### config.mk
export PLATFORM = sky130hd
export DESIGN_NAME = gpu_command_port_registers_top
export DESIGN_NICKNAME = d
export VERILOG_FILES = /design/src/hw/rtl/gcpr_pkg.sv /design/src/hw/rtl/gpu_command_port_registers_top.sv /design/src/hw/rtl/gcpr_status.sv /design/src/hw/rtl/gcpr_core.sv
export SDC_FILE = /design/constraint.sdc
export NUM_CORES = 1
export LEC_CHECK = 0
export ABC_CLOCK_PERIOD_IN_PS = 5700
export BUFFER_PORTS_ARGS = -buffer_cell sky130_fd_sc_hd__buf_2
export CAP_MARGIN = 20
export CORE_MARGIN = 8
export CORE_UTILIZATION = 40
export CTS_CLUSTER_SIZE = 28
export DETAILED_ROUTE_END_ITERATION = 16
export MAX_ROUTING_LAYER = met4
export SLEW_MARGIN = 0
export SYNTH_ARGS = -nofsm -noshare
export SYNTH_HDL_FRONTEND = slang
export SYNTH_SLANG_ARGS = --single-unit
### constraint.sdc
create_clock -name clk_i -period 5.7 [get_ports clk_i]
set_input_delay 0.285 -clock clk_i [delete_from_list [all_inputs] [get_ports clk_i]]
set_output_delay 0.285 -clock clk_i [all_outputs]
set_load 0.01 [all_outputs]
### src/hw/rtl/gcpr_pkg.sv
package gcpr_pkg;

  // bus access kinds
  typedef enum logic [1:0] {
    OP_GP0_WRITE = 2'd0,
    OP_GP1_WRITE = 2'd1,
    OP_STAT_READ = 2'd2,
    OP_DATA_READ = 2'd3
  } op_e;

  // GP0 opcode that loads the draw-mode fields
  localparam logic [7:0] GP0_DRAW_MODE = 8'hE1;

  // GP1 opcodes
  localparam logic [7:0] GP1_RESET     = 8'h00;
  localparam logic [7:0] GP1_BUF_CLEAR = 8'h01;
  localparam logic [7:0] GP1_IRQ_ACK   = 8'h02;
  localparam logic [7:0] GP1_DISP_EN   = 8'h03;
  localparam logic [7:0] GP1_DMA_DIR   = 8'h04;
  localparam logic [7:0] GP1_DISP_AREA = 8'h05;
  localparam logic [7:0] GP1_HRANGE    = 8'h06;
  localparam logic [7:0] GP1_VRANGE    = 8'h07;
  localparam logic [7:0] GP1_DISP_MODE = 8'h08;
  localparam logic [7:0] GP1_INFO      = 8'h10;

  localparam logic [2:0]  INFO_SEL_VERSION = 3'd7;
  localparam logic [31:0] INFO_VERSION     = 32'd2;
  localparam logic [4:0]  VIDEO_RESET      = 5'h08;

  // texel depth codes
  localparam logic [1:0] TEX_15BIT = 2'd2;
  localparam logic [1:0] TEX_RSVD  = 2'd3;

  // DMA direction codes
  localparam logic [1:0] DMA_OFF  = 2'd0;
  localparam logic [1:0] DMA_FIFO = 2'd1;

  typedef struct packed {
    logic [3:0]  words_left;
    logic [7:0]  packet_code;
    logic [3:0]  page_base_x;
    logic        page_base_y;
    logic [1:0]  blend_mode;
    logic [1:0]  texel_depth;
    logic [4:0]  draw_flags;
    logic [2:0]  horiz_res;
    logic [4:0]  video_flags;
    logic        display_on;
    logic [1:0]  dma_mode;
    logic [31:0] readback;
  } state_t;

  // packet length in words, command word included; zero for unknown opcodes
  function automatic logic [3:0] packet_length(input logic [7:0] opc);
    logic [3:0] len;
    unique case (opc) inside
      8'h00, 8'h01, 8'hE1, 8'hE2, 8'hE3, 8'hE4, 8'hE5, 8'hE6: len = 4'd1;
      8'h68, 8'h6A, 8'h70, 8'h72, 8'h78, 8'h7A, 8'hC0:        len = 4'd2;
      8'h60, 8'h62, 8'hA0:                                    len = 4'd3;
      8'h20, 8'h22, 8'h80:                                    len = 4'd4;
      8'h28, 8'h2A:                                           len = 4'd5;
      8'h30, 8'h32:                                           len = 4'd6;
      8'h38, 8'h3A:                                           len = 4'd8;
      8'h2C:                                                  len = 4'd9;
      default:                                                len = 4'd0;
    endcase
    return len;
  endfunction

endpackage

### src/hw/rtl/gpu_command_port_registers_top.sv
// GPU command port registers: GP0/GP1 writes, GPUSTAT and readback.
//
//   channel  | handshake             | word
//   ---------+-----------------------+-----------------------------------------
//   in       | in_valid_i/in_stall_o | op_i, data_i
//   out      | out_valid_o/out_stall_i | read_data_o, packet_done_o,
//            |                       | packet_opcode_o, unknown_opcode_o
//
// One word a cycle while the result is not stalled. A word is captured in the
// input register, then decoded against the state registers in one pass and
// written to the result register.
// Reset clears the state (interlaced set) and empties both registers.
// A stalled result holds; the input register still takes a new word while it
// is empty, and stalls only when it is full behind a stalled result.
module gpu_command_port_registers_top (
  input  logic        clk_i,
  input  logic        rst_ni,
  input  logic        in_valid_i,
  output logic        in_stall_o,
  input  logic [1:0]  op_i,
  input  logic [31:0] data_i,
  output logic        out_valid_o,
  input  logic        out_stall_i,
  output logic [31:0] read_data_o,
  output logic        packet_done_o,
  output logic [7:0]  packet_opcode_o,
  output logic        unknown_opcode_o
);

  // input register
  logic          in_valid_q;
  gcpr_pkg::op_e op_q;
  logic [31:0]   data_q;

  // result register
  logic          out_valid_q;
  logic [31:0]   rd_q;
  logic          done_q;
  logic [7:0]    popc_q;
  logic          unk_q;

  // decode results
  logic [31:0]   rd_d;
  logic          done_d;
  logic [7:0]    popc_d;
  logic          unk_d;

  logic          step;
  logic          in_take;

  // the held word moves on when the result slot is free or being drained
  assign step       = in_valid_q && (!out_valid_q || !out_stall_i);
  assign in_stall_o = in_valid_q && !step;
  assign in_take    = in_valid_i && !in_stall_o;

  gcpr_core u_core (
    .clk_i            (clk_i),
    .rst_ni           (rst_ni),
    .step_i           (step),
    .op_i             (op_q),
    .data_i           (data_q),
    .read_data_o      (rd_d),
    .packet_done_o    (done_d),
    .packet_opcode_o  (popc_d),
    .unknown_opcode_o (unk_d)
  );

  always_ff @(posedge clk_i or negedge rst_ni) begin
    if (!rst_ni) begin
      in_valid_q  <= 1'b0;
      out_valid_q <= 1'b0;
    end else begin
      if (in_take) begin
        in_valid_q <= 1'b1;
      end else if (step) begin
        in_valid_q <= 1'b0;
      end
      if (step) begin
        out_valid_q <= 1'b1;
      end else if (!out_stall_i) begin
        out_valid_q <= 1'b0;
      end
    end
  end

  always_ff @(posedge clk_i) begin
    if (in_take) begin
      op_q   <= gcpr_pkg::op_e'(op_i);
      data_q <= data_i;
    end
    if (step) begin
      rd_q   <= rd_d;
      done_q <= done_d;
      popc_q <= popc_d;
      unk_q  <= unk_d;
    end
  end

  assign out_valid_o      = out_valid_q;
  assign read_data_o      = rd_q;
  assign packet_done_o    = done_q;
  assign packet_opcode_o  = popc_q;
  assign unknown_opcode_o = unk_q;

`ifndef SYNTHESIS
  a_done_no_data: assert property (@(posedge clk_i) disable iff (!rst_ni)
    out_valid_o && packet_done_o |-> read_data_o == 32'd0)
    else $error("completed packet carries read data");

  a_done_known: assert property (@(posedge clk_i) disable iff (!rst_ni)
    out_valid_o && packet_done_o |-> !unknown_opcode_o)
    else $error("completed packet flagged unknown");

  a_opcode_only_on_done: assert property (@(posedge clk_i) disable iff (!rst_ni)
    out_valid_o && !packet_done_o |-> packet_opcode_o == 8'd0)
    else $error("opcode reported without completion");

  a_stall_cause: assert property (@(posedge clk_i) disable iff (!rst_ni)
    in_stall_o |-> in_valid_q && out_valid_q && out_stall_i)
    else $error("input stalled without a blocked result");

  a_step_fills: assert property (@(posedge clk_i) disable iff (!rst_ni)
    step |=> out_valid_o)
    else $error("decoded word lost");
`endif

endmodule

### src/hw/rtl/gcpr_status.sv
module gcpr_status (
  input  gcpr_pkg::state_t st_i,
  output logic [31:0]      status_o
);

  logic dma_req;

  always_comb begin
    if (st_i.dma_mode == gcpr_pkg::DMA_OFF) begin
      dma_req = 1'b0;
    end else if (st_i.dma_mode == gcpr_pkg::DMA_FIFO) begin
      dma_req = (st_i.words_left == 4'd0);
    end else begin
      dma_req = 1'b1;
    end
  end

  always_comb begin
    status_o        = '0;
    status_o[3:0]   = st_i.page_base_x;
    status_o[4]     = st_i.page_base_y;
    status_o[6:5]   = st_i.blend_mode;
    status_o[8:7]   = st_i.texel_depth;
    status_o[9]     = st_i.draw_flags[0];
    status_o[10]    = st_i.draw_flags[1];
    status_o[13]    = st_i.video_flags[4];
    status_o[15]    = st_i.draw_flags[2];
    status_o[16]    = st_i.horiz_res[2];
    status_o[18:17] = st_i.horiz_res[1:0];
    status_o[19]    = st_i.video_flags[0];
    status_o[20]    = st_i.video_flags[1];
    status_o[21]    = st_i.video_flags[2];
    status_o[22]    = st_i.video_flags[3];
    status_o[23]    = ~st_i.display_on;  // set means display disabled
    status_o[25]    = dma_req;
    status_o[28:26] = 3'b111;
    status_o[30:29] = st_i.dma_mode;
  end

endmodule

### src/hw/rtl/gcpr_core.sv
module gcpr_core (
  input  logic           clk_i,
  input  logic           rst_ni,
  input  logic           step_i,
  input  gcpr_pkg::op_e  op_i,
  input  logic [31:0]    data_i,
  output logic [31:0]    read_data_o,
  output logic           packet_done_o,
  output logic [7:0]     packet_opcode_o,
  output logic           unknown_opcode_o
);

  gcpr_pkg::state_t st_q, st_d;
  logic [31:0] status;
  logic [7:0]  opc;
  logic [3:0]  len;
  logic [3:0]  wl_new;
  logic        il;

  assign opc = data_i[31:24];
  assign len = gcpr_pkg::packet_length(opc);
  assign il  = data_i[5];

  gcpr_status u_status (
    .st_i     (st_q),
    .status_o (status)
  );

  always_comb begin
    st_d             = st_q;
    read_data_o      = '0;
    packet_done_o    = 1'b0;
    packet_opcode_o  = '0;
    unknown_opcode_o = 1'b0;
    wl_new           = st_q.words_left - 4'd1;
    unique case (op_i)
      gcpr_pkg::OP_GP0_WRITE: begin
        if (st_q.words_left == 4'd0 && len == 4'd0) begin
          unknown_opcode_o = 1'b1;
        end else begin
          if (st_q.words_left == 4'd0) begin
            wl_new            = len - 4'd1;
            st_d.packet_code  = opc;
          end
          st_d.words_left = wl_new;
          if (wl_new == 4'd0) begin
            packet_done_o   = 1'b1;
            packet_opcode_o = st_d.packet_code;
            if (st_d.packet_code == gcpr_pkg::GP0_DRAW_MODE) begin
              st_d.page_base_x = data_i[3:0];
              st_d.page_base_y = data_i[4];
              st_d.blend_mode  = data_i[6:5];
              st_d.texel_depth = (data_i[8:7] == gcpr_pkg::TEX_RSVD) ?
                                 gcpr_pkg::TEX_15BIT : data_i[8:7];
              st_d.draw_flags  = data_i[13:9];
            end
          end
        end
      end
      gcpr_pkg::OP_GP1_WRITE: begin
        unique case (opc) inside
          gcpr_pkg::GP1_RESET: begin
            st_d.page_base_x = '0;
            st_d.page_base_y = 1'b0;
            st_d.blend_mode  = '0;
            st_d.texel_depth = '0;
            st_d.draw_flags  = '0;
            st_d.readback    = '0;
            st_d.dma_mode    = gcpr_pkg::DMA_OFF;
            st_d.display_on  = 1'b0;
            st_d.horiz_res   = '0;
            st_d.video_flags = gcpr_pkg::VIDEO_RESET | {st_q.video_flags[4], 4'b0000};
            st_d.words_left  = '0;
          end
          gcpr_pkg::GP1_BUF_CLEAR: st_d.words_left = '0;
          gcpr_pkg::GP1_IRQ_ACK, gcpr_pkg::GP1_DISP_AREA,
          gcpr_pkg::GP1_HRANGE, gcpr_pkg::GP1_VRANGE: begin
            st_d = st_q;
          end
          gcpr_pkg::GP1_DISP_EN: st_d.display_on = ~data_i[0];
          gcpr_pkg::GP1_DMA_DIR: st_d.dma_mode = data_i[1:0];
          gcpr_pkg::GP1_DISP_MODE: begin
            st_d.horiz_res   = {data_i[6], data_i[1:0]};
            st_d.video_flags = {il, il, data_i[4], data_i[3], data_i[2]};
          end
          gcpr_pkg::GP1_INFO: begin
            if (data_i[2:0] == gcpr_pkg::INFO_SEL_VERSION) begin
              st_d.readback = gcpr_pkg::INFO_VERSION;
            end
          end
          default: unknown_opcode_o = 1'b1;
        endcase
      end
      gcpr_pkg::OP_STAT_READ: read_data_o = status;
      gcpr_pkg::OP_DATA_READ: read_data_o = st_q.readback;
      default: read_data_o = '0;
    endcase
  end

  always_ff @(posedge clk_i or negedge rst_ni) begin
    if (!rst_ni) begin
      st_q <= '{video_flags: gcpr_pkg::VIDEO_RESET, default: '0};
    end else if (step_i) begin
      st_q <= st_d;
    end
  end

endmodule
==> results.sh <==
export IMPL_synth_edf_count=57
export IMPL_ys_flop_type="edfxtp_1"
export IMPL_crit_family="simple AND/OR/NAND/NOR gates"
export IMPL_slowest_delay_ns=0.83
export IMPL_track_usage_pct=12.8
export IMPL_synth_compound_area_share_pct=7.62
export IMPL_nFillCells=1001
export IMPL_maxSlewViolCount=0
export IMPL_critPathLaunchType="register"
export IMPL_async_flop_share_pct=40.0
export IMPL_antenna_cells=0
export IMPL_rsz0062_at_grt="no"
export IMPL_die_w_um=121
export IMPL_synthMuxAreaShare_pct=7.88
export IMPL_power_frac_seq_pct=53.5
export IMPL_fin_crit_ns=3.66
export IMPL_viasPerCell=5.03
export IMPL_io_pins=82
export IMPL_syn_area_um2=4400
export IMPL_cellLeakagePower_uw=0.00205
export IMPL_post_cts_buffers=0
export IMPL_p_per_area_nw_per_um2=329
export IMPL_p_int_uw=1130
export IMPL_core_um2=10800
export IMPL_ctsResizeCount=0
export IMPL_setup_violations=0
export IMPL_grt_overflow=0
export IMPL_via_count=2812
export IMPL_area_delta_synth_final_pct=12.4
export IMPL_worst_path_buf_inv=0
export IMPL_syn_inst=359
export IMPL_synth_area_per_cell_um2=12.3
export IMPL_period_share_pct=64.3
export IMPL_gp_congestion=0.845
export IMPL_synth_cell_types=58
export IMPL_fin_skew_ns=0.0107
export IMPL_clock_sinks=95
export IMPL_rows=38
export IMPL_die_area_um2=14600
export IMPL_clock_root_buffer="clkbuf_8"
export IMPL_status="finished clean"
export IMPL_path_max_fanout=21
export IMPL_drc=0
export IMPL_cts_hold_buffers=0
export IMPL_io_buffers=64
export IMPL_drt_first_iter_violations=124
export IMPL_tritoncts="built"
export IMPL_synthAdderAreaFrac_pct=0.569
export IMPL_grt_first_pass_wirelength_um=14500
export IMPL_clockBufferDepth=2
export IMPL_power_frac_comb_pct=21.6
export IMPL_htreeDepth=3
export IMPL_worstPathArrival_ns=3.94
export IMPL_setup_tns_ns=0
export IMPL_ant_nets=0
export IMPL_crit_path_end_kind="register"
export IMPL_initial_core_util_pct=40.8
export IMPL_fp_dieH_um=121
export IMPL_drv_cap=0
export IMPL_crit_type="register to register"
export IMPL_nets=454
export IMPL_cpMostUsedCell="o21ai_2"
export IMPL_crit_slowest_cell="edfxtp_1"
export IMPL_switching_share_pct=30.5
export IMPL_fmax_ghz=0.273
export IMPL_hpwl_um=6170
export IMPL_synth_xor_area_share_pct=0
export IMPL_yosysWarningCount=0
export IMPL_antenna_found_initial=0
export IMPL_grt_max_degree=39
export IMPL_tightest_slew_ns=0.872
export IMPL_clk_latency_ns=0.36
export IMPL_hold_class="primary input to async pin"
export IMPL_relSlewSlack_pct=41.4
export IMPL_synth_simple_gate_area_share_pct=18.7
export IMPL_grt_pass1_vias=2952
export IMPL_power_switching_uw=496
export IMPL_crit_path_cell_trace="nor2_1 > o21ai_2 > o221a_2 > nand2_1 > a21oi_1 > ha_1 > nor2b_1 > o21ai_2 > mux2i_2 > and4_1 > mux2i_1"
export IMPL_layout_drive_gt1_share_pct=25.1
export IMPL_clk_pin_slew_ns=0.09
export IMPL_hold_worst_slack_ns=0.0380
export IMPL_cts_buffers=9
export IMPL_synth_top_family_by_area="simple AND/OR/NAND/NOR gates"
export IMPL_ir_drop_v=0.000124
export IMPL_layout_commonest_cell="buf_2"
export IMPL_ys_seq_elements=95
export IMPL_finalHoldViolations=0
export IMPL_layout_common_cells="64 x buf_2, 57 x edfxtp_1, 50 x nand2_1, 37 x dfrtp_1, 23 x and2_1"
export IMPL_synth_seq_area_share_pct=60.5
export IMPL_wire_per_inst_um=15.4
export IMPL_worstPathRequired_ns=5.97
export IMPL_wirelength_um=8640
export IMPL_clockPowerShare_pct=24.9
export IMPL_first_pass_iters=4
state kept, by name, indices dropped and copies added (netlist names):
name / cells
unknown_opcode_o: 1
data_q: 20
u_core.st_q: 36
out_valid_o: 1
in_valid_q: 1
packet_opcode_o: 8
packet_done_o: 1
op_q: 2
read_data_o: 25
metal layers:
| layer | GRT usage (%) | wire, um | up-vias | share of wire, % |
|---|---|---|---|---|
| li1 | - | - | 1384 | - |
| met5 | - | 0 | - | 0 |
| met3 | 3.02 | 467 | 10 | 5.4 |
| met2 | 20.0 | 4060 | 61 | 47 |
| met1 | 15.6 | 3980 | 1357 | 46 |
| met4 | 5.15 | 129 | 0 | 1.5 |
stage by stage:
stage	power, uW	setup slack, ns	area (um^2)	util, %	cells
after floorplan	1140	2.89	4420	-	363
after global placement	1220	2.09	4750	44.0	541
after detailed placement	1230	2.04	4750	44.0	541
after CTS	1640	2.04	4920	45.6	557
after global routing	1710	1.77	4950	45.8	559
final	1630	2.04	4950	45.8	559
final timing paths:
| kind | from | end | slack (ns) | cells past startpoint |
|---|---|---|---|---|
| min in group clk_i | data_i[4] | data_q[4] | 0.09 | 1 |
| worst min register to register | u_core.st_q[36] | u_core.st_q[36] | 0.48 | 2 |
| worst max-delay path | data_q[27] | u_core.st_q[55] | 2.04 | 11 |
| max in group asynchronous | rst_ni | u_core.st_q[55] | 5.12 | 1 |
| worst max register to register | data_q[27] | u_core.st_q[55] | 2.04 | 11 |
| worst min-delay path | rst_ni | u_core.st_q[63] | 0.04 | 1 |
logic make-up after synthesis:
logic type,count (synthesis)
compound gates,44
fa+ha+maj,2
buf+inv,34
flops,95
mux,33
other cells,1
simple gates,150
cells in the mapped netlist (all sizes together), types with 2 or more instances:
cell | number | area share (%)
nor4 | 5 | 1.4
or3 | 2 | 0.28
nor2b | 8 | 1.1
ha | 2 | 0.57
and2 | 23 | 3.3
a21o | 3 | 0.51
nand4 | 5 | 0.71
dfrtp | 37 | 21
o211ai | 2 | 0.34
mux2 | 10 | 2.6
nand3 | 14 | 1.9
clkbuf | 7 | 0.60
inv | 6 | 0.51
mux2i | 23 | 5.3
nor3b | 2 | 0.34
a21bo | 2 | 0.45
nor2 | 16 | 1.4
o21ai | 14 | 1.8
edfxtp | 57 | 39
nor3 | 11 | 1.3
nor4b | 2 | 0.88
and4 | 2 | 0.40
nand2b | 6 | 0.85
a21oi | 6 | 0.68
o2bb2ai | 2 | 0.54
nand2 | 50 | 4.3
a31oi | 2 | 0.28
buf | 21 | 3.5
power by group through the flow:
| stage | registers [uW] | clock network, uW | logic (uW) |
|---|---|---|---|
| 6_report | 870 | 405 | 352 |
| 5_1_grt | 881 | 445 | 387 |
| 4_1_cts | 870 | 420 | 346 |
| 3_5_place_dp | 885 | 0 | 345 |
| 3_3_place_gp | 882 | 0 | 341 |
| 2_1_floorplan | 862 | 0 | 281 |
area by class of cell:
cell class / count / area (um^2) / share of cell area (%)
Clock buffer: 12 / 145 / 2.93
Clock inverter: 4 / 30.0 / 0.607
Inverter: 6 / 22.5 / 0.455
Multi-Input combinational cell: 234 / 1550 / 31.3
Sequential cell: 95 / 2660 / 53.8
Tap cell: 140 / 175 / 3.54
Timing Repair Buffer: 68 / 362 / 7.31
No activity file was read; power rests on OpenSTA's default activity.
